===== src/rtl/local_hexatic_order_defines.svh =====
// Assertion macros for the local hexatic order block
`ifndef LOCAL_HEXATIC_ORDER_DEFINES_SVH
`define LOCAL_HEXATIC_ORDER_DEFINES_SVH
`ifndef SYNTHESIS
`define LHO_ASSERT_IMPL(label, clk, rst, a, c) \
  label: assert property (@(posedge clk) disable iff (rst) (a) |-> (c)) else $error("%m");
`define LHO_ASSERT_NEXT(label, clk, rst, a, c) \
  label: assert property (@(posedge clk) disable iff (rst) (a) |=> (c)) else $error("%m");
`else
`define LHO_ASSERT_IMPL(label, clk, rst, a, c)
`define LHO_ASSERT_NEXT(label, clk, rst, a, c)
`endif
`endif


===== src/rtl/lho_pkg.sv =====
// Package: types, constants and tables for the local hexatic order block
package lho_pkg;
  localparam int MAX_NEIGHBOURS = 32;
  localparam int COORD_WIDTH = 24;
  localparam int ORDER_FRAC_BITS = 16;
  localparam int CORDIC_ITERS = 24;
  localparam int CNT_W = 6;
  localparam int ITER_W = 5;
  localparam int SUM_W = 23;
  localparam logic signed [34:0] CORDIC_K = 35'sd652032874;
  localparam logic signed [34:0] QUARTER = 35'sd1073741824;

  typedef enum logic [3:0] {
    S_IDLE, S_NORM, S_VEC, S_MUL, S_ROT, S_ACC, S_DIV, S_SQ, S_SQRT
  } state_t;

  typedef struct packed {
    logic load;
    logic norm;
    logic vec;
    logic mul;
    logic rot;
    logic acc;
    logic div_start;
    logic div_step;
    logic sq;
    logic sqrt_step;
    logic fin;
    logic clear;
  } cmd_t;

  typedef struct packed {
    logic zero_vec;
    logic norm_done;
    logic iter_done;
    logic div_done;
    logic sqrt_done;
    logic full;
  } sts_t;

  function automatic logic [31:0] atan_lut(input logic [ITER_W-1:0] i);
    case (i)
      5'd0: atan_lut = 32'd536870912;
      5'd1: atan_lut = 32'd316933406;
      5'd2: atan_lut = 32'd167458907;
      5'd3: atan_lut = 32'd85004756;
      5'd4: atan_lut = 32'd42667331;
      5'd5: atan_lut = 32'd21354465;
      5'd6: atan_lut = 32'd10679838;
      5'd7: atan_lut = 32'd5340245;
      5'd8: atan_lut = 32'd2670163;
      5'd9: atan_lut = 32'd1335087;
      5'd10: atan_lut = 32'd667544;
      5'd11: atan_lut = 32'd333772;
      5'd12: atan_lut = 32'd166886;
      5'd13: atan_lut = 32'd83443;
      5'd14: atan_lut = 32'd41722;
      5'd15: atan_lut = 32'd20861;
      5'd16: atan_lut = 32'd10430;
      5'd17: atan_lut = 32'd5215;
      5'd18: atan_lut = 32'd2608;
      5'd19: atan_lut = 32'd1304;
      5'd20: atan_lut = 32'd652;
      5'd21: atan_lut = 32'd326;
      5'd22: atan_lut = 32'd163;
      5'd23: atan_lut = 32'd81;
      default: atan_lut = 32'd0;
    endcase
  endfunction
endpackage


===== src/rtl/lho_ctrl.sv =====
// Controller: sequences one beat through angle, accumulate and result steps
module lho_ctrl import lho_pkg::*; (
  input  logic clk,
  input  logic rst,
  input  logic in_valid,
  output logic in_ready,
  input  logic has_neighbour,
  input  logic last_neighbour,
  output logic out_valid,
  input  logic out_ready,
  input  sts_t sts,
  output cmd_t cmd
);
  `include "local_hexatic_order_defines.svh"
  state_t state, state_next;
  logic last, last_next;
  logic out_valid_next;

  always_ff @(posedge clk) begin
    if (rst) begin
      state <= S_IDLE;
      last <= 1'b0;
      out_valid <= 1'b0;
    end else begin
      state <= state_next;
      last <= last_next;
      out_valid <= out_valid_next;
    end
  end

  always_comb begin
    state_next = state;
    last_next = last;
    out_valid_next = out_valid && !out_ready;
    cmd = '0;
    in_ready = 1'b0;
    case (state)
      S_IDLE: begin
        in_ready = 1'b1;
        if (in_valid) begin
          cmd.load = 1'b1;
          last_next = !has_neighbour || last_neighbour;
          if (has_neighbour && !sts.full) state_next = S_NORM;
          else if (!has_neighbour || last_neighbour) state_next = S_DIV;
        end
      end
      S_NORM: begin
        cmd.norm = 1'b1;
        if (sts.zero_vec) state_next = S_MUL;
        else if (sts.norm_done) state_next = S_VEC;
      end
      S_VEC: begin
        cmd.vec = 1'b1;
        if (sts.iter_done) state_next = S_MUL;
      end
      S_MUL: begin
        cmd.mul = 1'b1;
        state_next = S_ROT;
      end
      S_ROT: begin
        cmd.rot = 1'b1;
        if (sts.iter_done) state_next = S_ACC;
      end
      S_ACC: begin
        cmd.acc = 1'b1;
        state_next = last ? S_DIV : S_IDLE;
      end
      S_DIV: begin
        cmd.div_start = 1'b1;
        state_next = S_SQ;
      end
      S_SQ: begin
        cmd.div_step = 1'b1;
        if (sts.div_done) begin
          state_next = S_SQRT;
        end
      end
      S_SQRT: begin
        cmd.sqrt_step = 1'b1;
        // hold until the output register is free
        if (sts.sqrt_done && (!out_valid || out_ready)) begin
          cmd.fin = 1'b1;
          cmd.clear = 1'b1;
          out_valid_next = 1'b1;
          state_next = S_IDLE;
        end
      end
      default: state_next = S_IDLE;
    endcase
    cmd.sq = (state == S_SQ) && sts.div_done;
  end

  `LHO_ASSERT_IMPL(a_ready_idle, clk, rst, in_ready, state == S_IDLE)
  `LHO_ASSERT_NEXT(a_out_hold, clk, rst, out_valid && !out_ready, out_valid)
  `LHO_ASSERT_IMPL(a_fin_free, clk, rst, cmd.fin, !out_valid || out_ready)
  `LHO_ASSERT_NEXT(a_acc_last, clk, rst, cmd.acc && last, state == S_DIV)
endmodule


===== config.mk =====
export PLATFORM = sky130hd
export DESIGN_NAME = lho_ctrl
export DESIGN_NICKNAME = d
export VERILOG_FILES = /design/src/rtl/lho_pkg.sv /design/src/rtl/lho_ctrl.sv
export VERILOG_INCLUDE_DIRS = /design/src /design/src/rtl
export SDC_FILE = /design/constraint.sdc
export NUM_CORES = 1
export LEC_CHECK = 0
export BUFFER_PORTS_ARGS = -buffer_cell sky130_fd_sc_hd__buf_2
export CAP_MARGIN = 20
export CORE_MARGIN = 8
export CORE_UTILIZATION = 39
export DETAILED_ROUTE_END_ITERATION = 8
export GPL_TIMING_DRIVEN = 0
export HOLD_SLACK_MARGIN = 0.06
export PLACE_DENSITY = 0.71
export SYNTH_ARGS = -nofsm -noshare
export SYNTH_HDL_FRONTEND = slang
export SYNTH_SLANG_ARGS = --single-unit

===== constraint.sdc =====
create_clock -name clk -period 1.75 [get_ports clk]
set_input_delay 0.175 -clock clk [delete_from_list [all_inputs] [get_ports clk]]
set_output_delay 0.175 -clock clk [all_outputs]
set_load 0.02 [all_outputs]

==> results_dict.tcl <==
set metrics [dict create \
    holdCritPathClass "input port to flop" \
    dpl_worst_slack_ns 0.01593 \
    yosysTopAreaCellShare_pct 23.24 \
    start_util_pct 40.73 \
    vdd_ir_drop_max_mv 0.8796 \
    grt_use_total_pct 10.38 \
    final_area_um2 733.2 \
    synthTopCellsByArea "dfxtp_1 23%, nand2b_1 7.3%, nor2_1 5.8%" \
    maxCapViolations 0 \
    first_iter_violations 4 \
    crit_path_start_kind "flop" \
    place_congestion 0.7120 \
    setup_tns_ns 0 \
    synthCells 68 \
    whs_ns 0.1428 \
    via_per_inst 5.250 \
    seq_area_frac_synth_pct 23.24 \
    fmax_ghz 0.5814 \
    p_sw_share_pct 49.83 \
    antenna_found_initial 0 \
    end_kind "flop" \
    synthesis.area_um2 516.7 \
    clk_pin_slew_ns 0.05 \
    ant_nets 0 \
    nets 111 \
    avgSynthCellArea_um2 7.599 \
    p_sw_mw 0.5633 \
    core_um2 1269 \
    grt_max_degree 11 \
    seq_power_share_pct 20.7 \
    wire_per_inst_um 12.60 \
    dieArea_um2 2746 \
    synth_seq_cells 6 \
    status "finished clean" \
    path_max_fanout 9 \
    synth_top_area_cell "dfxtp_1" \
    synthToLayoutAreaGrowth_pct 41.89 \
    crit_path_start "state[3]$_SDFFE_PP0P_" \
    portBuffers 25 \
    worstPathCellList "buf_6 -> or4b_4 -> o32ai_4 -> nor3_4 -> or3b_1 -> o41ai_2" \
    dr.pass1.iters 4 \
    vias 588 \
    synth-warning-count 0 \
    crit_buf_inv 1 \
    fin_crit_sh_pct 98.28 \
    route.detailed.drc 0 \
    rows 13 \
    insertion_delay_ns 0.25 \
    power.share.clock_pct 11.8 \
    wl_um 1411 \
    slew-limit-headroom_pct 78.18 \
    layout_commonest_cell "buf_2" \
    skew_ns 0.004198 \
    grt_pass1_wl_um 2228 \
    crit_type "flop to flop" \
    rrSetupSlack_ns 0.03 \
    cts_tree "done" \
    fillCellCount 123 \
    root_buffer "clkbuf_4" \
    p_comb_share_pct 67.5 \
    drv_slew 0 \
    finalPower_mw 1.130 \
    dpl.hpwl_um 1131 \
    powerDensity_nw_per_um2 1542 \
    cp_top_family "simple AND/OR/NAND/NOR gates" \
    slowest_stage "or4b_4" \
    layout-drive-gt1-share_pct 45.36 \
    synth_cell_type_count 32 \
    place_area_um2 678.2 \
    cts_buffers 3 \
    die_h_um 52.40 \
    worst_pin_slew_ns 0.3245 \
    clock-sinks 6 \
    rr_startpoint "state[3]$_SDFFE_PP0P_" \
    grt_overflow 0 \
    hold_viol_final 0 \
    finalWorstSetupSlack_ns 0.03007 \
    die_w_um 52.40 \
    antenna_cells 0 \
    num_io_pins 26 \
    hp-start "has_neighbour" \
    cp.required_ns 1.91 \
    grt_pass1_vias 565 \
    cts.path.max_buffers 2 \
    leakage_nw 0.3487 \
    cpPeakStageDelay_ns 0.51 \
    finalSetupViolCount 0 \
    internal_power_mw 0.5671 \
    most-common-layout-cells "26 x buf_2, 8 x nor2_1, 7 x nand2_1, 6 x nand2b_1, 6 x dfxtp_1" \
    rsz0062_at_grt "yes" \
    cp_data_arrival_time_ns 1.88 \
    synth_nets 80 \
    htreeDepth 1 \
    period_minus_slack_ns 1.720 \
]
## power by group through the flow
stage | clock (mW) | sequential, mW | combinational, mW
2_1_floorplan | 0 | 0.227 | 0.554
3_3_place_gp | 0 | 0.236 | 0.705
3_5_place_dp | 0 | 0.237 | 0.718
4_1_cts | 0.134 | 0.234 | 0.728
5_1_grt | 0.148 | 0.238 | 0.833
6_report | 0.134 | 0.234 | 0.763
## flip-flops by register name, summed over array words and instances (netlist names)
name	count
last	1
out_valid	1
state	4
## per-stage QoR
step | std cells | utilization, %
global route | 112 | 57.79
finish | 112 | 57.79
floorplan | 68 | -
global placement | 108 | 53.45
CTS | 111 | 55.42
detailed placement | 108 | 53.45
## per-layer routing
metal / track usage (%) / vias up / part of all wire (%)
li1: - / 299 / -
met1: 10.56 / 268 / 43
met2: 18.58 / 19 / 50
met3: 3.977 / 2 / 6.9
met4: 3.879 / 0 / 0.28
met5: 0 / - / 0
## layout make-up
class                   instances  area, µm²  share of cell area [%]
plain buffers                   5      36.28                   4.949
repair buffers                 26      132.6                   18.09
clock buffers                   3      22.52                   3.072
flip-flops and latches          6      120.1                   16.38
multi-input cells              52      384.1                   52.39
inverters                       5      18.77                   2.560
well taps                      15      18.77                   2.560
## path summary, 6_finish.rpt
| kind | to | cells past startpoint |
|---|---|---|
| min reg2reg | last$_SDFFE_PP0P_ | 2 |
| min | last$_SDFFE_PP0P_ | 2 |
| max | state[2]$_SDFFE_PP0P_ | 6 |
| max reg2reg | state[2]$_SDFFE_PP0P_ | 6 |
## synth_stat cells (all sizes together)
master  count
inv         5
nor4        2
nand3b      1
or3b        1
nor2        8
or2         1
or4b        1
nand2       7
and3        1
nand4       1
clkbuf      1
buf         4
a21oi       4
nor2b       1
a32oi       1
a311oi      1
a31oi       1
nand2b      6
dfxtp       6
o21ai       2
nor3        5
xnor2       1
a21boi      1
and2        2
o32ai       2
o41ai       1
nor4b       1
## worst reg2reg max path, cell delays in order (launching register included)
cell     delay (ns)
dfxtp_1        0.30
buf_6          0.14
or4b_4         0.51
o32ai_4        0.15
nor3_4         0.10
or3b_1         0.38
o41ai_2        0.06
## repair_timing
action | in CTS | in global routing
hold buffers | 0 | 0
resized for setup | 2 | 6
pin swaps | 0 | 3
setup buffers | 0 | 1
endpoints found under the setup margin | 1 | 3
## cells by family (layout without fill, tap and decap cells)
group / Yosys count / count (layout) / share of synthesized area [%]
and+or+nand+nor: 38 / 38 / 44.80
AOI/OAI and AO/OA: 13 / 13 / 20.58
xor gates and xnor gates: 1 / 1 / 1.695
DFF: 6 / 6 / 23.25
buffers and inverters: 10 / 39 / 9.684
No activity file was read; power rests on OpenSTA's default activity.
